--- config.mk ---
export PLATFORM = sky130hd
export DESIGN_NAME = repeating_interval_timer_core
export DESIGN_NICKNAME = d
export VERILOG_FILES = /design/src/rtl/rit_pkg.sv /design/src/rtl/repeating_interval_timer_core.sv
export SDC_FILE = /design/constraint.sdc
export NUM_CORES = 1
export LEC_CHECK = 0
export BUFFER_PORTS_ARGS = -buffer_cell sky130_fd_sc_hd__buf_2
export CAP_MARGIN = 20
export CORE_MARGIN = 2
export CORE_UTILIZATION = 32
export CTS_CLUSTER_DIAMETER = 200
export CTS_CLUSTER_SIZE = 20
export DETAILED_ROUTE_END_ITERATION = 8
export GPL_TIMING_DRIVEN = 0
export PLACE_DENSITY = 0.6
export SLEW_MARGIN = 30
export SYNTH_ARGS = -nofsm -noshare
export SYNTH_HDL_FRONTEND = slang
export SYNTH_SLANG_ARGS = --single-unit
--- constraint.sdc ---
create_clock -name clk -period 5.6 [get_ports clk]
set_input_delay 0.28 -clock clk [delete_from_list [all_inputs] [get_ports clk]]
set_output_delay 0.28 -clock clk [all_outputs]
set_load 0.02 [all_outputs]
--- src/rtl/rit_pkg.sv ---
package rit_pkg;

  // Operation carried on the input tuser bit
  typedef enum logic {
    OP_ARM  = 1'b0,
    OP_POLL = 1'b1
  } rit_op_t;

  // Configuration register indexes
  typedef enum logic {
    REG_INTERVAL = 1'b0,
    REG_REPEAT   = 1'b1
  } rit_reg_t;

  // Sequencer states
  typedef enum logic [1:0] {
    ST_IDLE,
    ST_DIV,
    ST_UPD,
    ST_RESULT
  } rit_state_t;

  localparam int unsigned TIME_W   = 32;
  localparam int unsigned COUNT_W  = 16;
  localparam int unsigned STEP_W   = 5;

  localparam logic [COUNT_W-1:0] ENDLESS_CODE   = 16'hFFFF;
  localparam logic [TIME_W-1:0]  INTERVAL_RESET = 32'd100;
  localparam logic [STEP_W-1:0]  LAST_STEP      = 5'd31;

endpackage

--- src/rtl/repeating_interval_timer_core.sv ---
// Periodic timer with a repeat count. Configure interval_us (index 0) and
// repeat_count (index 1, 65535 = endless) while idle, then send an arm beat
// (tuser = 0) with the current microsecond time: the period is latched,
// clamped up to MIN_INTERVAL, and the deadline is set one period ahead.
// Poll beats (tuser = 1) return how many periods have elapsed once the
// deadline is reached (wrap-around compare of 32-bit times), advance the
// deadline by that many periods and consume one firing (none when the count
// is endless). Every input beat gives exactly one output beat. An arm, an
// idle poll or a poll before the deadline goes from acceptance through the
// result state into the result register. A due poll first passes the
// 32-step restoring divider: it forms overshoot / period one quotient bit
// per cycle in a single shared subtractor, followed by the update state and
// the result state, which holds while the output register is still full.
// One beat is in flight at a time; the next is accepted as soon as the
// result has moved to the output register, even while that register still
// waits for out_tready.
module repeating_interval_timer_core
  import rit_pkg::*;
#(
  parameter int unsigned MIN_INTERVAL = 100
) (
  input  logic        clk,
  input  logic        rst_n,
  // configuration write port
  input  logic        cfg_we,
  input  logic        cfg_index,
  input  logic [31:0] cfg_wdata,
  // input stream
  input  logic        in_tvalid,
  output logic        in_tready,
  input  logic [31:0] in_tdata,   // [31:0] now_us
  input  logic        in_tuser,   // [0] op
  // result stream
  output logic        out_tvalid,
  input  logic        out_tready,
  output logic [39:0] out_tdata   // [31:0] intervals_passed, [32] active, [39:33] zero
);

  localparam logic [TIME_W-1:0] MinInterval = TIME_W'(MIN_INTERVAL);

  rit_state_t          state_r, state_nxt;

  // configuration registers
  logic [TIME_W-1:0]   interval_r, interval_nxt;
  logic [COUNT_W-1:0]  repeat_r, repeat_nxt;

  // timer state
  logic [TIME_W-1:0]   next_due_r, next_due_nxt;
  logic [COUNT_W-1:0]  firings_r, firings_nxt;
  logic [TIME_W-1:0]   period_r, period_nxt;

  // divider working registers
  logic [TIME_W-1:0]   now_r, now_nxt;
  logic [TIME_W-1:0]   quo_r, quo_nxt;
  logic [TIME_W-1:0]   rem_r, rem_nxt;
  logic [STEP_W-1:0]   step_r, step_nxt;
  logic [TIME_W-1:0]   pend_passed_r, pend_passed_nxt;

  // output register
  logic                out_valid_r, out_valid_nxt;
  logic [TIME_W-1:0]   out_passed_r, out_passed_nxt;
  logic                out_active_r, out_active_nxt;

  logic                in_beat;
  logic [TIME_W-1:0]   now_in;
  logic [TIME_W-1:0]   clamped;
  logic [TIME_W-1:0]   diff;
  logic                due;
  logic [TIME_W:0]     shifted;
  logic [TIME_W+1:0]   trial;

  assign in_tready = (state_r == ST_IDLE);
  assign in_beat   = in_tvalid && in_tready;
  assign now_in    = in_tdata[TIME_W-1:0];

  assign clamped = (interval_r < MinInterval) ? MinInterval : interval_r;

  // Deadline reached when next_due - now is zero or negative as a signed value
  assign diff = next_due_r - now_in;
  assign due  = (diff == '0) || diff[TIME_W-1];

  // Shared subtractor: one restoring-division step
  assign shifted = {rem_r, quo_r[TIME_W-1]};
  assign trial   = {1'b0, shifted} - {2'b00, period_r};

  always_comb begin
    state_nxt       = state_r;
    interval_nxt    = interval_r;
    repeat_nxt      = repeat_r;
    next_due_nxt    = next_due_r;
    firings_nxt     = firings_r;
    period_nxt      = period_r;
    now_nxt         = now_r;
    quo_nxt         = quo_r;
    rem_nxt         = rem_r;
    step_nxt        = step_r;
    pend_passed_nxt = pend_passed_r;
    out_valid_nxt   = out_valid_r;
    out_passed_nxt  = out_passed_r;
    out_active_nxt  = out_active_r;

    // drop the output beat once taken
    if (out_valid_r && out_tready) begin
      out_valid_nxt = 1'b0;
    end

    if (cfg_we) begin
      case (rit_reg_t'(cfg_index))
        REG_INTERVAL: interval_nxt = cfg_wdata;
        REG_REPEAT:   repeat_nxt   = cfg_wdata[COUNT_W-1:0];
        default:      ;
      endcase
    end

    case (state_r)
      ST_IDLE: begin
        if (in_beat) begin
          now_nxt         = now_in;
          pend_passed_nxt = '0;
          state_nxt       = ST_RESULT;
          if (rit_op_t'(in_tuser) == OP_ARM) begin
            period_nxt   = clamped;
            firings_nxt  = repeat_r;
            next_due_nxt = now_in + clamped;
          end else if ((firings_r != '0) && due) begin
            // overshoot = -diff, at most 2^31; divide it by the period
            quo_nxt   = '0 - diff;
            rem_nxt   = '0;
            step_nxt  = '0;
            state_nxt = ST_DIV;
          end
        end
      end
      ST_DIV: begin
        if (trial[TIME_W+1]) begin
          rem_nxt = shifted[TIME_W-1:0];
        end else begin
          rem_nxt = trial[TIME_W-1:0];
        end
        quo_nxt  = {quo_r[TIME_W-2:0], ~trial[TIME_W+1]};
        step_nxt = step_r + 1'b1;
        if (step_r == LAST_STEP) begin
          state_nxt = ST_UPD;
        end
      end
      ST_UPD: begin
        // next_due + period * (q + 1) = now + period - remainder
        pend_passed_nxt = quo_r + 1'b1;
        next_due_nxt    = now_r + (period_r - rem_r);
        if (firings_r != ENDLESS_CODE) begin
          firings_nxt = firings_r - 1'b1;
        end
        state_nxt = ST_RESULT;
      end
      ST_RESULT: begin
        // hold until the output register is free
        if (!out_valid_r || out_tready) begin
          out_valid_nxt  = 1'b1;
          out_passed_nxt = pend_passed_r;
          out_active_nxt = (firings_r != '0);
          state_nxt      = ST_IDLE;
        end
      end
      default: state_nxt = ST_IDLE;
    endcase
  end

  always_ff @(posedge clk) begin
    if (!rst_n) begin
      state_r     <= ST_IDLE;
      interval_r  <= INTERVAL_RESET;
      repeat_r    <= '0;
      next_due_r  <= '0;
      firings_r   <= '0;
      period_r    <= MinInterval;
      step_r      <= '0;
      out_valid_r <= 1'b0;
    end else begin
      state_r     <= state_nxt;
      interval_r  <= interval_nxt;
      repeat_r    <= repeat_nxt;
      next_due_r  <= next_due_nxt;
      firings_r   <= firings_nxt;
      period_r    <= period_nxt;
      step_r      <= step_nxt;
      out_valid_r <= out_valid_nxt;
    end
  end

  always_ff @(posedge clk) begin
    now_r         <= now_nxt;
    quo_r         <= quo_nxt;
    rem_r         <= rem_nxt;
    pend_passed_r <= pend_passed_nxt;
    out_passed_r  <= out_passed_nxt;
    out_active_r  <= out_active_nxt;
  end

  assign out_tvalid = out_valid_r;
  assign out_tdata  = {7'b0, out_active_r, out_passed_r};

`ifndef SYNTHESIS
  a_div_len: assert property (@(posedge clk) disable iff (!rst_n)
    (state_r == ST_DIV) && (step_r == LAST_STEP) |=> (state_r == ST_UPD))
    else $error("divider did not finish after its last step");

  a_period_min: assert property (@(posedge clk) disable iff (!rst_n)
    period_r >= MinInterval)
    else $error("latched period below minimum");

  a_rem_lt_period: assert property (@(posedge clk) disable iff (!rst_n)
    (state_r == ST_UPD) |-> (rem_r < period_r))
    else $error("division remainder not below period");

  a_arm_zero: assert property (@(posedge clk) disable iff (!rst_n)
    in_beat && (in_tuser == OP_ARM) |=> (state_r == ST_RESULT) && (pend_passed_r == '0))
    else $error("arm beat must report zero intervals");
`endif

endmodule
-- Word-level counts from Yosys, hierarchy flattened
Index checks and enable logic that the tools add are counted.
- add/sub/neg operators: 9
- order comparisons: 1
- equal/unequal tests: 12
- muxes and demuxes: 32
- bitwise gates (word level): 3
- reductions and logical operators: 21
- operators by type and width (cell ; number):
    $mux W32 ; 11
    $pmux W32 S2 ; 4
    $add A32 B32 Y32 ; 2
    $sub A32 B32 Y32 ; 2
    $mux W16 ; 3
    $sub A33 B32 Y34 ; 1
    $add A32 B1 Y32 const B ; 1
    $logic_not A32 Y1 ; 1
    $lt A32 B7 Y1 const B ; 1
    $pmux W16 S2 ; 1
    $sub A1 B32 Y32 const A ; 1
    $ne A16 B16 Y1 const B ; 1
    $reduce_bool A16 Y1 ; 1
    $sub A16 B1 Y16 const B ; 1
    $mux W5 ; 3
    $mux W2 ; 5
    $pmux W5 S2 ; 1
    $reduce_and A2 Y1 ; 5
    $reduce_and A3 Y1 ; 3
    $ne A2 B2 Y1 const B ; 4
    $pmux W2 S4 ; 1
    $reduce_and A4 Y1 ; 2
    $ne A2 B1 Y1 const B ; 3
    $add A5 B1 Y5 const B ; 1
    10 further kinds ; 19
- register bits after elaboration: 297
- input port bits: 71
- output and inout bits: 42

-- Logic depth before layout (Yosys ltp)
- depth in word-level cells: 8
- mapped depth: 19
- depth with buffers taken out: 19

-- Least setup slack after synthesis
Ideal clock, no wire load.
- path kind: register to register
- start point: register next_due_r[0]
- end point: register quo_r[0] (enable)
- library setup time: 0.437 ns
- arrival: 5.312 ns
- slack: -0.149 ns
- stages on the path, launching flop included: 15
- buffers on the path: 1
- cell sequence: dfxtp_1 inv_1 ha_1 inv_1 fa_1 a21o_1 a211oi_1 a21oi_1 a211o_1 or4_1 buf_2 or4b_1 or4_1 o31a_1 o31ai_4
- word-level cells in the longest chain between the ends: 6
- RTL lines (element ; RTL line ; source):
    start: declaration ; repeating_interval_timer_core.sv:48 ; logic [TIME_W-1:0] next_due_r, next_due_nxt;
    start signal: assignment ; repeating_interval_timer_core.sv:182 ; next_due_r <= next_due_nxt;
    $sub A32 B32 Y32 * ; repeating_interval_timer_core.sv:79 ; assign diff = next_due_r - now_in;
    $logic_not A32 Y1 ; repeating_interval_timer_core.sv:80 ; assign due = (diff == '0) || diff[TIME_W-1];
    $logic_or A1 B1 Y1 * ; repeating_interval_timer_core.sv:80 ;
    $logic_and A1 B1 Y1 * ; repeating_interval_timer_core.sv:125 ; end else if ((firings_r != '0) && due) begin
    $ne A2 B1 Y1 (no source line) * ; - ;
    $reduce_and A4 Y1 (no source line) * ; - ;
    end signal: assignment ; repeating_interval_timer_core.sv:192 ; quo_r <= quo_nxt;
    end: declaration ; repeating_interval_timer_core.sv:54 ; logic [TIME_W-1:0] quo_r, quo_nxt;
Mark *: on every way between the ends. The rest lies on a longest branch, timed or not.
A chain may end at the register's enable or synchronous reset.

-- Worst setup path in the final report
- start point: input port in_tdata[2]
- end point: register rem_r[13] (enable)
- word-level cells in the longest chain between the ends: 6
- RTL lines (element ; RTL line ; source):
    start: declaration ; repeating_interval_timer_core.sv:31 ; input logic [31:0] in_tdata,
    $sub A32 B32 Y32 * ; repeating_interval_timer_core.sv:79 ;
    $logic_not A32 Y1 ; repeating_interval_timer_core.sv:80 ;
    $logic_or A1 B1 Y1 * ; repeating_interval_timer_core.sv:80 ;
    $logic_and A1 B1 Y1 * ; repeating_interval_timer_core.sv:125 ;
    $ne A2 B1 Y1 (no source line) * ; - ;
    $reduce_and A4 Y1 (no source line) * ; - ;
    end signal: assignment ; repeating_interval_timer_core.sv:193 ; rem_r <= rem_nxt;
    end: declaration ; repeating_interval_timer_core.sv:55 ; logic [TIME_W-1:0] rem_r, rem_nxt;
Marked as above.

==> impl_metrics.ini <==
[logic_synthesis]
synth-compound-area-share = 0.1916
synth_mux_area_frac = 0.02160
yosysSeqAreaShare = 0.3685
synth-simple-area-share = 0.1770
synth_top_cell_by_area = edfxtp_1
yosysTopAreaCellShare = 0.2358
netlist_area_sq_um = 20510
yosysMostFrequentCell = nand2_1
synth-edff-count = 161
synthCells = 2378
synthTopCellsByCount = nand2_1 (309), a21oi_1 (208), inv_1 (202)
synthFlopType = edfxtp_1
syn_avg_cell_area_sq_um = 8.624
yosysUniqueCellTypes = 79
ys_top_cells_by_area = edfxtp_1 (24%), dfxtp_1 (13%), ha_1 (8.4%), nand2_1 (5.7%), a21oi_1 (5.1%)
synthAdderAreaFrac = 0.1174
ys.warnings.count = 0
synth_top_family_by_area = compound AO/OA/AOI/OAI gates
ys_ff_latch = 297
postSynth.asyncResetShare = 0
synth_xor_area_frac = 0.06236

[die]
die_w_microns = 257.2
io_pins = 113
num_rows = 92
start_util = 0.3245
die-area_sq_um = 66130
chipHeight_microns = 257.2
core_area_sq_um = 63200

[timing]
fmax_mhz = 185.4
slew_violations = 0
hold_viol = 0
finalCritPeriodShare = 0.9633
fin_crit_ps = 5394
final.setup.tns_ps = 0
tightest_slew_ps = 1092
relSlewSlack = 0.2722
rsz0062_at_grt = false
final-setup-viol-count = 0
finClkSkew_ps = 37.33

[clocking]
worst_skew_pair.late_latency_ps = 560
cts_buffer_depth = 3
cts_tree = built
cts.sinks = 297
cts_buffers = 18
cts_root_buf = clkbuf_16
clk_pin_slew_ps = 100
post_cts_buffers = 0
h-tree-depth = 1

[final_layout]
fin_util = 0.3688
seq_area_sq_um = 7559
num-fill-cells = 6550
drive_gt1_frac = 0.08012
syn_to_final_growth_pct = 13.66
multi_input_area_sq_um = 11820
diodes = 0
final_net_count = 2803

[grt]
grt_pass1_wl_microns = 96740
track_usage = 0.1859
grt_max_degree = 33
antenna_found_initial = 2
globalRouteOverflowTotal = 0
grt_pass1_vias = 16910

[critical_path]
cp_max_fo = 13
path_cells = dlygate4sd3_1, buf_2, inv_1, ha_1, buf_2, a211oi_1, nor4_1, a2111oi_0, o31ai_1, xor2_1, nor4_2, or4b_1, or4_1, o31a_1, o31ai_4, buf_8, buf_6, buf_6
path_delay_family = compound AO/OA/AOI/OAI gates
path_depth = 18
reg2regPathDepth = 17
critPathLaunchType = input port
slowest_delay_ps = 540
required_ps = 5860
worst_setup_path_end_kind = flip-flop
crit_type = in2reg
cp.arrival_ps = 5660
slowest_stage = dlygate4sd3_1
path_buf_inv = 7

[power_and_ir_drop]
peakVddDrop_mv = 0.1947
pwr_density_cell_nw_per_um2 = 483.6
leakagePower_nw = 9.479
fin_total_pwr_w = 0.01127

[hold_path]
worstHoldPathType = in2reg
hold_depth = 1

[route]
num_vias = 17650
ant_nets = 0
wl_per_cell_microns = 18.28
wl_microns = 62470
drt_iter0_drc = 1248
vias_per_cell = 5.164
drt_first_pass_iters = 5
remaining_drc_errors = 0

[flow_run]
drv_cap = 0

[status]
status = complete, no violations

[placed_design]
dp.final_hpwl_microns = 49550
place.gp.congestion = 0.9319
portBuffers = 104
repair_timing:
action / in CTS / in global routing
gates cloned: 0 / 0
gates resized for setup: 3 / 8
pin swaps: 0 / 2
endpoints found under the hold margin: 51 / 0
hold buffers: 42 / 0
endpoints found under the setup margin: 5 / 14
state kept, by name (all words and copies together), names as in the netlist:
signal         flops
next_due_r        32
firings_r         16
pend_passed_r     32
rem_r             32
step_r             5
now_r             32
repeat_r          16
out_tvalid         1
interval_r        32
out_passed_r      32
period_r          32
quo_r             32
out_active_r       1
state_r            2
where the power goes:
part           internal [W]  switching (W)
combinational       0.00244        0.00397
sequential          0.00307       0.000376
clock              0.000637       0.000781
final timing paths:
path	endpoint	slack [ps]	from
setup / recovery	rem_r[13]	210	in_tdata[2]
hold / removal	now_r[16]	4	in_tdata[16]
setup reg to reg	rem_r[13]	220	next_due_r[0]
hold reg to reg	out_passed_r[11]	420	pend_passed_r[11]
cell usage in the layout, fill, tap and decap left out, types with 16 or more instances in the layout:
cell type      netlist  layout
nor2_1             169     168
o21ai_0            124     121
and2_1              22      22
xor2_1              66      66
fa_1                34      33
clkbuf_1            91     101
o211ai_1            28      28
inv_1              202     198
clkbuf_16            0      19
nor2b_1             26      24
mux2i_1             42      42
a31oi_1             20      19
nand4_1             21      21
dfxtp_1            136     135
or3_1               22      22
a21o_1              66      66
a21oi_1            208     206
o21a_1              16      16
buf_2                4     109
dlygate4sd3_1        0      42
nand2_1            309     308
ha_1               138     136
xnor2_1             80      80
nand3_1             51      51
nand2b_1            28      28
nor3_1              32      31
and3_1              29      29
edfxtp_1           161     161
a211oi_1            29      28
nor4_1              22      19
metrics by stage:
step                      hold slack (ps)  instances  area [sq um]  worst slack (ps)
after CTS                           4.864       3417         23260             97.25
after floorplan                     378.9       2384         20570            -77.58
after global placement              403.6       3334         22150             -2004
final                               4.125       3417         23310             205.6
after global routing               0.1767       3417         23310             12.68
after detailed placement            404.5       3344         22310            -462.7
layer usage:
metal / track usage / vias to the layer above / share of wire
met1: 0.2556 / 8344 / 0.46
met4: 0.05927 / 0 / 0.033
met3: 0.02561 / 107 / 0.058
met5: 0 / - / 0
met2: 0.3010 / 478 / 0.45
li1: - / 8717 / -
final cells by class:
type	instances	share of cell area
Buffer	120	0.02174
Multi-Input combinational cell	1764	0.5072
Clock inverter	1	0.0002147
Timing Repair Buffer	156	0.04627
Clock buffer	30	0.02217
Sequential cell	297	0.3243
Tap cell	846	0.04541
Inverter	203	0.03269
kinds of logic (layout without fill, tap and decap cells):
| group | count (synthesis) | after routing |
|---|---|---|
| buffers and inverters | 323 | 510 |
| AND/OR/NAND/NOR | 776 | 776 |
| XOR/XNOR | 146 | 146 |
| AO/OA/AOI/OAI | 619 | 619 |
| multiplexers | 44 | 44 |
| adder cells (fa/ha/maj) | 172 | 172 |
| flip-flops | 297 | 297 |
| other | 1 | 7 |
Power figures use the tool's default switching activity.
